==> src/hdl/beq_pkg.sv <==
// shared constants, types and word layouts of the biquad equalizer cascade
package beq_pkg;

    // filter shape
    localparam int NUM_STAGES      = 7;
    localparam int NUM_CHANNELS    = 2;
    localparam int SAMPLE_BITS     = 24;
    localparam int COEF_FRAC_BITS  = 28;
    localparam int COEFS_PER_STAGE = 5;

    // fixed field widths of the stream words
    localparam int REQ_W   = 1;
    localparam int CHAN_W  = 1;
    localparam int STAGE_W = 3;
    localparam int SEL_W   = 3;
    localparam int COEF_W  = 32;

    // datapath widths
    localparam int DELAY_W    = 40;
    localparam int SPLIT_BITS = 12;
    localparam int HI_W       = DELAY_W - SPLIT_BITS;
    localparam int PROD_W     = HI_W + COEF_W;
    localparam int FULL_W     = DELAY_W + COEF_W;
    localparam int TERM_W     = FULL_W - COEF_FRAC_BITS;
    localparam int ACC_W      = TERM_W + 2;
    localparam int IN_SHIFT   = 32 - SAMPLE_BITS;

    // storage sizes and index widths
    localparam int NUM_COEFS = NUM_STAGES * COEFS_PER_STAGE;
    localparam int NUM_DLY   = NUM_STAGES * NUM_CHANNELS;
    localparam int CADDR_W   = (NUM_COEFS > 1) ? $clog2(NUM_COEFS) : 1;
    localparam int DADDR_W   = (NUM_DLY > 1) ? $clog2(NUM_DLY) : 1;
    localparam int STG_CNT_W = (NUM_STAGES > 1) ? $clog2(NUM_STAGES) : 1;
    localparam int SLOT_LAST = 2 * COEFS_PER_STAGE - 1;
    localparam int SLOT_W    = $clog2(2 * COEFS_PER_STAGE);

    // command queue
    localparam int QUEUE_DEPTH = 2;
    localparam int QADDR_W     = (QUEUE_DEPTH > 1) ? $clog2(QUEUE_DEPTH) : 1;
    localparam int QCNT_W      = $clog2(QUEUE_DEPTH + 1);

    // input word layout, lowest bit first
    localparam int SAMPLE_LSB  = 0;
    localparam int STAGE_LSB   = SAMPLE_LSB + SAMPLE_BITS;
    localparam int SEL_LSB     = STAGE_LSB + STAGE_W;
    localparam int VALUE_LSB   = SEL_LSB + SEL_W;
    localparam int IN_BITS     = VALUE_LSB + COEF_W;
    localparam int IN_TDATA_W  = ((IN_BITS + 7) / 8) * 8;
    localparam int IN_TUSER_W  = REQ_W + CHAN_W;
    localparam int OUT_TDATA_W = ((SAMPLE_BITS + 7) / 8) * 8;
    localparam int OUT_TUSER_W = 1;

    localparam logic signed [COEF_W-1:0] COEF_ONE = COEF_W'(64'sd1 <<< COEF_FRAC_BITS);

    typedef enum logic [REQ_W-1:0] {
        REQ_SAMPLE,
        REQ_COEF
    } req_t;

    typedef enum logic [SEL_W-1:0] {
        SEL_B0,
        SEL_B1,
        SEL_B2,
        SEL_A1,
        SEL_A2
    } coef_sel_t;

    typedef enum logic {
        BK_IDLE,
        BK_RUN
    } bk_state_t;

    typedef struct packed {
        req_t                      kind;
        logic [CHAN_W-1:0]         channel;
        logic [SAMPLE_BITS-1:0]    sample;
        logic [STAGE_W-1:0]        stage;
        coef_sel_t                 sel;
        logic [COEF_W-1:0]         value;
    } cmd_t;

    typedef struct packed {
        logic valid;
        cmd_t cmd;
    } cmd_slot_t;

endpackage

==> src/hdl/beq_fifo.sv <==
// short command queue between the front and back ends
module beq_fifo
    import beq_pkg::*;
(
    input  logic      clk,
    input  logic      rst_n,
    input  cmd_slot_t push,
    output logic      full,
    output cmd_slot_t head,
    input  logic      pop
);

    cmd_t               mem [QUEUE_DEPTH];
    logic [QADDR_W-1:0] wr_ptr_reg, wr_ptr_next;
    logic [QADDR_W-1:0] rd_ptr_reg, rd_ptr_next;
    logic [QCNT_W-1:0]  count_reg, count_next;
    logic               do_push, do_pop;

    assign full     = (int'(count_reg) == QUEUE_DEPTH);
    assign do_push  = push.valid && !full;
    assign do_pop   = pop && (count_reg != '0);
    assign head.valid = (count_reg != '0);
    assign head.cmd   = mem[rd_ptr_reg];

    always_comb
    begin
        wr_ptr_next = wr_ptr_reg;
        rd_ptr_next = rd_ptr_reg;
        count_next  = count_reg;
        if (do_push)
        begin
            wr_ptr_next = (int'(wr_ptr_reg) == QUEUE_DEPTH - 1) ? '0 : wr_ptr_reg + 1'b1;
        end
        if (do_pop)
        begin
            rd_ptr_next = (int'(rd_ptr_reg) == QUEUE_DEPTH - 1) ? '0 : rd_ptr_reg + 1'b1;
        end
        if (do_push && !do_pop)
        begin
            count_next = count_reg + 1'b1;
        end
        else if (do_pop && !do_push)
        begin
            count_next = count_reg - 1'b1;
        end
    end

    always_ff @(posedge clk or negedge rst_n)
    begin
        if (!rst_n)
        begin
            wr_ptr_reg <= '0;
            rd_ptr_reg <= '0;
            count_reg  <= '0;
        end
        else
        begin
            wr_ptr_reg <= wr_ptr_next;
            rd_ptr_reg <= rd_ptr_next;
            count_reg  <= count_next;
        end
    end

    always_ff @(posedge clk)
    begin
        if (do_push)
        begin
            mem[wr_ptr_reg] <= push.cmd;
        end
    end

endmodule

==> config.mk <==
export PLATFORM = sky130hd
export DESIGN_NAME = beq_fifo
export DESIGN_NICKNAME = d
export VERILOG_FILES = /design/src/hdl/beq_pkg.sv /design/src/hdl/beq_fifo.sv
export SDC_FILE = /design/constraint.sdc
export NUM_CORES = 1
export LEC_CHECK = 0
export ABC_AREA = 1
export BUFFER_PORTS_ARGS = -buffer_cell sky130_fd_sc_hd__buf_2
export CAP_MARGIN = 20
export CORE_MARGIN = 1.5
export CORE_UTILIZATION = 47
export DETAILED_ROUTE_END_ITERATION = 8
export GPL_ROUTABILITY_DRIVEN = 0
export PLACE_DENSITY = 0.76
export SLEW_MARGIN = 20
export SYNTH_ARGS = -nofsm -noshare
export SYNTH_HDL_FRONTEND = slang
export SYNTH_SLANG_ARGS = --single-unit
==> constraint.sdc <==
create_clock -name clk -period 3.7 [get_ports clk]
set_clock_uncertainty 0.05 [all_clocks]
set_input_delay 0.185 -clock clk [delete_from_list [all_inputs] [get_ports clk]]
set_output_delay 0.185 -clock clk [all_outputs]
set_load 0.02 [all_outputs]
==> results of run 1 <==
[metrics by stage]
step	hold WS, ns	worst slack [ns]
floorplan	-0.161	0.989
global placement	-0.0549	1.60
detailed placement	-0.0522	1.55
CTS	0.315	1.21
global route	0.337	1.09
finish	0.343	1.28
[per-layer routing]
layer  GRT usage  part of all wire
met2       0.373              0.54
met3      0.0636             0.059
met4      0.0793             0.016
met5           0                 0
met1       0.223              0.39
[cell type report]
| class | instances | area [µm²] | area share |
|---|---|---|---|
| multi-input cells | 212 | 823 | 0.118 |
| repair buffers | 204 | 1390 | 0.200 |
| inverters | 8 | 31.3 | 0.00449 |
| flip-flops and latches | 132 | 3950 | 0.567 |
| clock inverters | 14 | 185 | 0.0266 |
| clock buffers | 17 | 414 | 0.0595 |
| well taps | 136 | 170 | 0.0244 |
[layout by cell type, fill, tap and decap left out, types with 2 or more instances in the layout]
master,n
nor2_1,2
nand3_1,2
clkinv_2,3
edfxtp_1,128
buf_12,2
dfrtp_1,3
clkinv_1,2
inv_6,2
bufinv_16,4
clkbuf_16,16
dlygate4sd3_1,68
inv_1,6
nand2_1,203
buf_2,133
clkinvlp_4,4
[how the worst max path moves through the flow]
stage	to	slack, ns	depth (start not counted)
after floorplan	mem[1][0]$_DFFE_PP_	0.99	3
after global routing	head[56]	1.09	4
after CTS	head[56]	1.21	4
after global placement	mem[1][29]$_DFFE_PP_	1.60	4
final	head[56]	1.28	4
after detailed placement	mem[1][16]$_DFFE_PP_	1.55	4
[cell families after synthesis]
family | after synthesis
AOI/OAI and AO/OA | 1
xor gates and xnor gates | 1
adders and majority gates | 1
buffers and inverters | 22
DFF | 132
and+or+nand+nor | 209
[where the power goes]
| group | total [W] | internal [W] | switching [W] | leakage, nW |
|---|---|---|---|---|
| Sequential | 0.00213 | 0.00204 | 0.0000833 | 1.24 |
| Combinational | 0.00191 | 0.000555 | 0.00135 | 1.50 |
| Clock | 0.00168 | 0.00108 | 0.000592 | 0.281 |
| Total | 0.00571 | 0.00368 | 0.00203 | 3.02 |
[repair_timing]
item                                    CTS  global route
endpoints found under the hold margin   134             0
hold buffers                             68             0
endpoints found under the setup margin    0             0
==> key figures, run 1 <==
Synthesis
  • Top post-synthesis cells by area: edfxtp_1 (79%), nand2_1 (16%), dfrtp_1 (2.1%)
  • Synth Area per Inst: 13.3 µm²
  • Yosys top cell by area: edfxtp_1
  • Seq cells post-synth: 132
  • Synth Area in Compound Gates: 0.00103
  • Cell Area, Synth: around 5000 µm²
  • Post-synth EDFFs: about 130
  • Post-Syn Nets: 435
  • Simple-gate share of the synthesized area: 0.162
  • Synth top area share: 0.788
  • Top FF cell, synth: edfxtp_1
  • Yosys warnings: 0
  • Syn Inst Count: 366
  • Yosys cell types: 13
  • Main combinational cell family by area after synthesis: simple AND/OR/NAND/NOR gates
  • Post-synthesis sequential area ratio: 0.808
  • List of most frequent post-synthesis cells: nand2_1 (203), edfxtp_1 (128), buf_4 (8), inv_1 (7), buf_2 (6)
  • Multiplexer area fraction after synthesis: 0
  • XOR/XNOR Fraction of Synth Area: 0.00179
  • Post-Synth Adder-Cell Area: 0.00256
  • Most common cell in the netlist: nand2_1
  • Async S/R FF share, synth: 0.0303

Final layout
  • Final core occ: 0.684
  • Layout Nets: 644
  • Fin area: 6960 µm²
  • P&R area growth vs syn: 42.7%
  • Max reg flops: roughly 130
  • Layout cells sized above 1: 0.288
  • Antenna cell count: 0
  • Fillers: about 740
  • Fin cells: 723

Timing
  • Final hold vios: 0
  • Slew Viols, Final: 0
  • Final setup TNS: 0 ns
  • Slew @ Worst Pin: 0.982 ns
  • Max Clock Freq: 0.413 GHz
  • Unrepaired setup endpoints after global routing: no
  • Final Setup Violations: 0
  • Fin crit share: 0.655
  • Minimum clock period: 2.42 ns
  • Slew headroom: 0.344

Critical path
  • Most frequent cell on the critical path: nand2_1
  • R2r endpoint: mem[1][41]$_DFFE_PP_
  • Crit-path cells: clkinv_2, nand2_1, nand2_1, buf_2
  • FF-to-FF Start: count_reg[1]$_DFFE_PN0P_
  • Slowest CP cell: clkinv_2
  • Critical path data arrival time: between 2 and 2.5 ns
  • R2r setup slk: 1.59 ns
  • Top delay family on crit path: buffers and inverters
  • Worst r2r path cells: 4
  • Crit path kind: register to primary output
  • CP max stage delay: 0.69 ns
  • Worst path required time: 3.46 ns
  • Kind of end point of the critical path: primary output
  • CP Buf/Inv Count: 2
  • Max Fanout on Critical Path: 65
  • Crit path launch: rd_ptr_reg$_DFFE_PN0P_
  • Crit start category: register

Pwr
  • Leakage: between 3 and 4 nW
  • Power Dens Cells: about 820 nW/µm²
  • Maximum VDD drop: slightly below 500 µV
  • Power, Total: between 0.005 and 0.006 W

Floorplan
  • DIE HEIGHT: 105 µm
  • Cell Rows: 37
  • CORE AREA: 10200 µm²
  • DIE WIDTH: 105 µm
  • Top Ports: 134
  • Initial Util: 0.479
  • Die area: 11000 µm²

Clock network
  • # Post-CTS Setup Buffers: 0
  • CTS tree: built
  • PostCTS Resize Cnt: 0
  • Clock Path Buffers: 2
  • CTS H-tree lvls: 4
  • Root buffer cell: clkbuf_8
  • CTS Buf Count: 17
  • Skew-Pair Late Insertion Delay: 0.51 ns
  • Clock-pin slew on the worst setup and hold paths: 0.06 ns
  • Clock Sinks: 132

Global route
  • Global-route wire length before repair: 16900 µm
  • Antenna violations before repair: 0
  • Largest net degree at the start of global routing: 66
  • Congestion Overflow GR: 0
  • Vias in the first global route: 3564
  • Overall Global Routing Usage: 0.205

Routing
  • Number of DRC markers in iteration 0: 214
  • Via density: 4.78
  • TritonRoute pass-1 iters: 4
  • Via count: 3453
  • Final ANT Viol Nets: 0
  • Average wire per standard cell: approximately 15 µm
  • DR DRC count: 0
  • WL final: 10600 µm

Min path
  • Hold endpoint: mem[0][19]$_DFFE_PP_
  • Hold Crit Depth: 2
  • Worst Min Path Start: push[19]
  • Hold Crit Class: input pin to register

Place
  • Dpl hpwl: 5700 µm
  • Placed Cells incl. Taps: 624
  • Port bufs: 133
  • Placed cell areas: 5680 µm²

Run status
  • Status: finished, final reports clean

Flow run
  • Maxcap violations: 0
Note: power is estimated with default switching activity, not from simulation.
==> run 2, diff against run 1 <==
--- a/config.mk
+++ b/config.mk
@@ -5,14 +5,14 @@
 export SDC_FILE = /design/constraint.sdc
 export NUM_CORES = 1
 export LEC_CHECK = 0
-export ABC_AREA = 1
+export ABC_AREA = 0
 export BUFFER_PORTS_ARGS = -buffer_cell sky130_fd_sc_hd__buf_2
 export CAP_MARGIN = 20
 export CORE_MARGIN = 1.5
 export CORE_UTILIZATION = 47
 export DETAILED_ROUTE_END_ITERATION = 8
 export GPL_ROUTABILITY_DRIVEN = 0
-export PLACE_DENSITY = 0.76
+export PLACE_DENSITY = 0.75
 export SLEW_MARGIN = 20
 export SYNTH_ARGS = -nofsm -noshare
 export SYNTH_HDL_FRONTEND = slang
==> constraint.sdc (replaced) <==
create_clock -name clk -period 1.9 [get_ports clk]
set_clock_uncertainty 0.05 [all_clocks]
set_input_delay 0.095 -clock clk [delete_from_list [all_inputs] [get_ports clk]]
set_output_delay 0.095 -clock clk [all_outputs]
set_load 0.02 [all_outputs]
==> run 2 against run 1 <==
Utilization is 1.9 points higher; sequential power is 98% higher; first-iteration DRC count is 41% lower; critical path depth is 1 lower; design area is 4.7% higher; synthesized cell count is 40% lower; non-clock buffer count is 4 higher; largest power group is now combinational cells; highest routed layer unchanged; critical endpoint is now head[33].
==> key figures, run 2 <==
Timing
  • Final Setup Violations: 0 (unchanged)
  • Final hold vios: 0 (unchanged)
  • Slew @ Worst Pin: 0.372 ns (-0.610 ns)
  • Fin crit share: 0.982
  • Minimum clock period: 1.87 ns
  • Slew headroom: 0.752 (+0.408)
  • Max Clock Freq: approximately 0.54 GHz
  • Unrepaired setup endpoints after global routing: yes
  • Final setup TNS: 0 ns (unchanged)
  • Slew Viols, Final: 0 (unchanged)

Synthesis
  • Yosys cell types: 16 (+3)
  • Synth top area share: 0.765 (-0.0228)
  • Seq cells post-synth: 132 (unchanged)
  • Post-synthesis sequential area ratio: 0.785 (-0.0233)
  • Syn Inst Count: 218 (-40%)
  • Post-synth EDFFs: 128 (unchanged)
  • Most common cell in the netlist: edfxtp_1
  • Top post-synthesis cells by area: edfxtp_1 (76%), mux2_4 (15%), mux2_2 (3.1%)
  • Top FF cell, synth: edfxtp_1
  • Synth Area per Inst: 23.0 µm² (+73%)
  • Yosys warnings: 0 (unchanged)
  • Async S/R FF share, synth: 0.0303 (unchanged)
  • Yosys top cell by area: edfxtp_1
  • Cell Area, Synth: 5020 µm² (+3.0%)
  • Post-Syn Nets: 287 (-34%)
  • List of most frequent post-synthesis cells: edfxtp_1 (128), mux2_4 (50), mux2_2 (14), buf_6 (6), dfrtp_1 (4)

Critical path
  • Max Fanout on Critical Path: 21 (-68%)
  • Worst path required time: 1.75 ns (-1.71 ns)
  • Critical path data arrival time: 1.72 ns (-0.47 ns)
  • Crit path kind: register to primary output
  • R2r setup slk: 0.37 ns (-1.22 ns)
  • Worst r2r path cells: 6 (+2)
  • Kind of end point of the critical path: primary output
  • R2r endpoint: count_reg[1]$_DFFE_PN0P_
  • Crit start category: register
  • FF-to-FF Start: count_reg[1]$_DFFE_PN0P_

Floorplan
  • CORE AREA: 10400 µm² (+1.8%)
  • Initial Util: 0.485 (+0.00544)
  • Die area: 11300 µm² (+2.9%)
  • DIE HEIGHT: 106 µm (+1.4%)
  • Top Ports: 134 (unchanged)
  • DIE WIDTH: 106 µm (+1.4%)
  • Cell Rows: 37 (unchanged)

Routing
  • Average wire per standard cell: 15.8 µm (+7.5%)
  • TritonRoute pass-1 iters: 4 (unchanged)
  • DR DRC count: 0 (unchanged)
  • Final ANT Viol Nets: 0 (unchanged)
  • Via count: 2729 (-21%)
  • WL final: 9240 µm (-13%)
  • Via density: 4.67 (-2.2%)
  • Number of DRC markers in iteration 0: 126 (-41%)

Global route
  • Vias in the first global route: 2835 (-20%)
  • Global-route wire length before repair: 13900 µm (-18%)
  • Congestion Overflow GR: 0 (unchanged)
  • Overall Global Routing Usage: 0.168 (-0.0375)
  • Antenna violations before repair: 0 (unchanged)
  • Largest net degree at the start of global routing: 65 (-1.5%)

Pwr
  • Power Dens Cells: 1530 nW/µm² (+87%)
  • Maximum VDD drop: 922 µV (+89%)
  • Power, Total: 0.0112 W (+96%)
  • Leakage: 2.95 nW (-2.1%)

Clock network
  • CTS tree: built
  • Clock-pin slew on the worst setup and hold paths: 0.05 ns (about the same)
  • CTS H-tree lvls: 4 (unchanged)
  • Clock Path Buffers: 2 (unchanged)
  • Root buffer cell: clkbuf_8
  • CTS Buf Count: 17 (unchanged)
  • Skew-Pair Late Insertion Delay: 0.50 ns (about the same)
  • Clock Sinks: 132 (unchanged)

Final layout
  • Fillers: 666 (-9.6%)
  • Max reg flops: 128 (unchanged)
  • Antenna cell count: 0 (unchanged)
  • Commonest non-fill, non-tap cells in the layout: edfxtp_1 (128), buf_2 (103), dlygate4sd3_1 (68)
  • Layout Nets: 507 (-21%)
  • Commonest non-fill, non-tap cell in the layout: edfxtp_1
  • P&R area growth vs syn: 45.1%
  • Layout cells sized above 1: 0.522 (+0.234)

Run status
  • Status: finished, final reports clean

Min path
  • Hold Crit Depth: 2 (unchanged)
  • Hold endpoint: mem[1][31]$_DFFE_PP_
  • Hold Crit Class: input pin to register
  • Worst Min Path Start: push[31]

Flow run
  • Maxcap violations: 0 (unchanged)

Place
  • Port bufs: 133 (unchanged)
  • Dpl hpwl: 5100 µm (-11%)
-- run 2: report_power, final --
part / switching (W) / total [W] / internal [W]
clock network: 0.00102 / 0.00270 / 0.00168
logic: 0.00214 / 0.00426 / 0.00211
registers: 0.000220 / 0.00422 / 0.00400
-- run 2: kinds of logic (layout without fill, tap and decap cells) --
logic type | after synthesis | count (layout) | share of synthesized area
flops | 132 | 132 | 0.785
fa+ha+maj | 1 | 1 | 0.00249
buf+inv | 9 | 239 | 0.0159
simple gates | 7 | 7 | 0.00722
xor+xnor | 5 | 5 | 0.00872
mux | 64 | 64 | 0.181
-- run 2: layout make-up --
class | instances | area, µm² | area share
clock inverter | 9 | 66.3 | 0.00910
tap | 136 | 170 | 0.0233
sequential | 132 | 3950 | 0.542
inverter | 2 | 7.51 | 0.00103
multi-input combinational | 77 | 1040 | 0.143
timing repair buffer | 208 | 1630 | 0.223
clock buffer | 20 | 425 | 0.0584
-- run 2: through the flow --
| step | hold slack, ns | setup WS [ns] | instances | cell area [µm²] | utilization |
|---|---|---|---|---|---|
| final | 0.269 | 0.0334 | 584 | 7290 | 0.703 |
| after global routing | 0.248 | -0.0479 | 584 | 7290 | 0.703 |
| after CTS | 0.234 | -0.0301 | 584 | 7110 | 0.686 |
| after detailed placement | -0.141 | 0.357 | 486 | 5910 | 0.570 |
| after global placement | -0.144 | 0.376 | 486 | 5910 | 0.570 |
| after floorplan | -0.251 | -0.119 | 218 | 5050 | - |
-- run 2: critical path, cell delays in order, from the launching register on --
cell     delay (ns)
dfrtp_4        0.49
buf_12         0.21
mux2_2         0.36
buf_4          0.16
-- run 2: metal layers --
layer,vias to the layer above,wire [µm],track usage
li1,1299,-,-
met4,0,84,0.0782
met1,1325,3740,0.194
met3,10,436,0.0472
met2,95,4980,0.289
met5,-,0,0
-- run 2: what timing repair did --
item	in CTS	in global routing
setup buffers	1	0
hold buffers	68	0
resized for setup	6	57
endpoints found under the setup margin	51	54
endpoints found under the hold margin	135	0
-- run 2: worst max path at each step --
stage | startpoint | end
finish | rd_ptr_reg$_DFFE_PN0P_ | head[33]
CTS | rd_ptr_reg$_DFFE_PN0P_ | head[47]
floorplan | count_reg[0]$_DFFE_PN0P_ | mem[0][0]$_DFFE_PP_
global route | rd_ptr_reg$_DFFE_PN0P_ | head[38]
detailed placement | rd_ptr_reg$_DFFE_PN0P_ | head[47]
global placement | rd_ptr_reg$_DFFE_PN0P_ | head[47]
==> run 3, diff against run 2 <==
--- a/config.mk
+++ b/config.mk
@@ -7,12 +7,13 @@
 export LEC_CHECK = 0
 export ABC_AREA = 0
 export BUFFER_PORTS_ARGS = -buffer_cell sky130_fd_sc_hd__buf_2
-export CAP_MARGIN = 20
+export CAP_MARGIN = 25
 export CORE_MARGIN = 1.5
 export CORE_UTILIZATION = 47
 export DETAILED_ROUTE_END_ITERATION = 8
 export GPL_ROUTABILITY_DRIVEN = 0
 export PLACE_DENSITY = 0.75
+export SETUP_SLACK_MARGIN = 0.05
 export SLEW_MARGIN = 20
 export SYNTH_ARGS = -nofsm -noshare
 export SYNTH_HDL_FRONTEND = slang
==> run 3 against run 2 <==
Critical endpoint unchanged; worst hold slack lost 0.0095 ns; clock power about the same; global-route usage rose by 0.84 points; largest power group unchanged.
==> key figures, run 3 (same netlist as run 2, synthesis figures left out) <==
Clock network
  • Root buffer cell: clkbuf_8
  • Clock Path Buffers: 2 (unchanged)
  • Clock Sinks: 132 (unchanged)
  • Clock-pin slew on the worst setup and hold paths: 0.06 ns (about the same)
  • CTS Buf Count: 17 (unchanged)
  • Skew-Pair Late Insertion Delay: 0.50 ns (about the same)
  • CTS H-tree lvls: 4 (unchanged)
  • CTS tree: built

Final layout
  • Commonest non-fill, non-tap cells in the layout: edfxtp_1 (128), buf_2 (95), dlygate4sd3_1 (68)
  • Commonest non-fill, non-tap cell in the layout: edfxtp_1
  • Antenna cell count: 0 (unchanged)
  • Max reg flops: 128 (unchanged)
  • Layout Nets: 507 (unchanged)
  • P&R area growth vs syn: 46.4%
  • Layout cells sized above 1: 0.522 (unchanged)

Floorplan
  • Die area: 11300 µm² (unchanged)
  • DIE HEIGHT: 106 µm (unchanged)
  • Initial Util: 0.485 (unchanged)
  • Cell Rows: 37 (unchanged)
  • Top Ports: 134 (unchanged)
  • CORE AREA: 10400 µm² (unchanged)
  • DIE WIDTH: 106 µm (unchanged)

Timing
  • Unrepaired setup endpoints after global routing: yes
  • Final setup TNS: 0 ns (unchanged)
  • Fin crit share: 0.992 (+0.00934)
  • Slew @ Worst Pin: 0.375 ns (+0.00321 ns)
  • Final Setup Violations: 0 (unchanged)
  • Slew headroom: 0.750 (-0.00214)
  • Minimum clock period: 1.88 ns (+0.0177 ns)
  • Max Clock Freq: 0.531 GHz (-0.94%)
  • Final hold vios: 0 (unchanged)
  • Slew Viols, Final: 0 (unchanged)

Global route
  • Global-route wire length before repair: 14600 µm (+4.7%)
  • Antenna violations before repair: 0 (unchanged)
  • Vias in the first global route: 2927 (+3.2%)
  • Largest net degree at the start of global routing: 65 (unchanged)
  • Overall Global Routing Usage: 0.176 (+0.00842)
  • Congestion Overflow GR: 0 (unchanged)

Routing
  • WL final: 9360 µm (+1.4%)
  • Average wire per standard cell: 16.0 µm (+1.4%)
  • Via count: 2750 (+0.77%)
  • TritonRoute pass-1 iters: 5 (+1)
  • Number of DRC markers in iteration 0: 127 (+0.79%)
  • DR DRC count: 0 (unchanged)
  • Via density: 4.71 (+0.77%)
  • Final ANT Viol Nets: 0 (unchanged)

Critical path
  • Crit start category: register
  • R2r setup slk: 0.37 ns (about the same)
  • Crit path launch: rd_ptr_reg$_DFFE_PN0P_
  • Critical path data arrival time: 1.74 ns (+0.02 ns)
  • Kind of end point of the critical path: primary output
  • FF-to-FF Start: count_reg[1]$_DFFE_PN0P_
  • R2r endpoint: count_reg[1]$_DFFE_PN0P_
  • Crit-path cells: buf_12, mux2_2, buf_2
  • Worst r2r path cells: 6 (unchanged)
  • Worst path required time: 1.75 ns (about the same)
  • Crit path kind: register to primary output
  • CP max stage delay: 0.49 ns (about the same)
  • Slowest CP cell: dfrtp_4
  • Max Fanout on Critical Path: 21 (unchanged)

Pwr
  • Power, Total: 0.0113 W (+1.4%)
  • Switching Share: 0.303 (-0.000380)
  • Comb pwr share: 0.388 (+0.007)
  • Leakage: 2.98 nW (+0.95%)
  • Clock power frac: 0.239 (-0.003)
  • Int Pwr: 0.00790 W (+1.4%)
  • Maximum VDD drop: 921 µV (-0.17%)
  • Sequential share of power: 0.372 (-0.005)
  • P_sw: 0.00343 W (+1.3%)
  • Power Dens Cells: 1540 nW/µm² (+0.48%)

Min path
  • Worst Min Path Start: push[39]
  • Hold Crit Class: input pin to register
  • Hold endpoint: mem[0][39]$_DFFE_PP_
  • Hold Crit Depth: 2 (unchanged)

Place
  • Dpl hpwl: 5100 µm (unchanged)
  • Port bufs: 133 (unchanged)

Flow run
  • Maxcap violations: 0 (unchanged)

Run status
  • Status: finished, final reports clean
run 3: cell counts in the layout (fill, tap and decap cells not counted):
No cell type changed its count.
run 3: worst max-delay path: cells and delay by family, from the launching register on:
| kind | cells | cell delay, ns |
|---|---|---|
| buf+inv | 2 | 0.37 |
| mux | 1 | 0.36 |
| flops | 1 | 0.49 |
run 3: final cells by class:
type	instances	area [µm²]
sequential	132	3950
fill	660	3020
timing repair buffer	208	1690
multi-input combinational	77	1050
clock buffer	20	425
tap	136	170
clock inverter	9	66.3
inverter	2	7.51
run 3: power by group through the flow:
stage               logic, W  clock network, W  registers, W
floorplan            0.00277                 0       0.00419
global placement     0.00362                 0       0.00429
detailed placement   0.00366                 0       0.00433
CTS                  0.00434           0.00277       0.00422
global route         0.00465           0.00290       0.00427
finish               0.00440           0.00271       0.00422
run 3: per-stage QoR:
| step | cells | worst slack, ns | instance area, µm² | hold slack (ns) | util |
|---|---|---|---|---|---|
| global route | 584 | -0.0595 | 7350 | 0.248 | 0.709 |
| CTS | 584 | -0.0301 | 7320 | 0.234 | 0.706 |
| detailed placement | 486 | 0.357 | 5910 | -0.141 | 0.570 |
| floorplan | 218 | -0.119 | 5050 | -0.251 | - |
| finish | 584 | 0.0156 | 7350 | 0.260 | 0.709 |
| global placement | 486 | 0.376 | 5910 | -0.144 | 0.570 |
run 3: routing by layer:
metal | routed length, µm | GRT usage
met5 | 0 | 0
met3 | 527 | 0.0490
met4 | 179 | 0.0782
met2 | 5010 | 0.314
met1 | 3650 | 0.196
run 3: repair_timing:
action,in CTS,in global routing
hold endpoints to repair,135,0
endpoints found under the setup margin,52,62
setup buffers,1,0
pin swaps,0,0
gates resized for setup,72,11
hold buffers,68,0
run 3: how the worst max path moves through the flow:
stage,endpoint,slack (ns)
after CTS,head[47],-0.03
after detailed placement,head[47],0.36
after global routing,head[33],-0.06
final,head[33],0.02
after global placement,head[47],0.38
after floorplan,mem[0][0]$_DFFE_PP_,-0.12
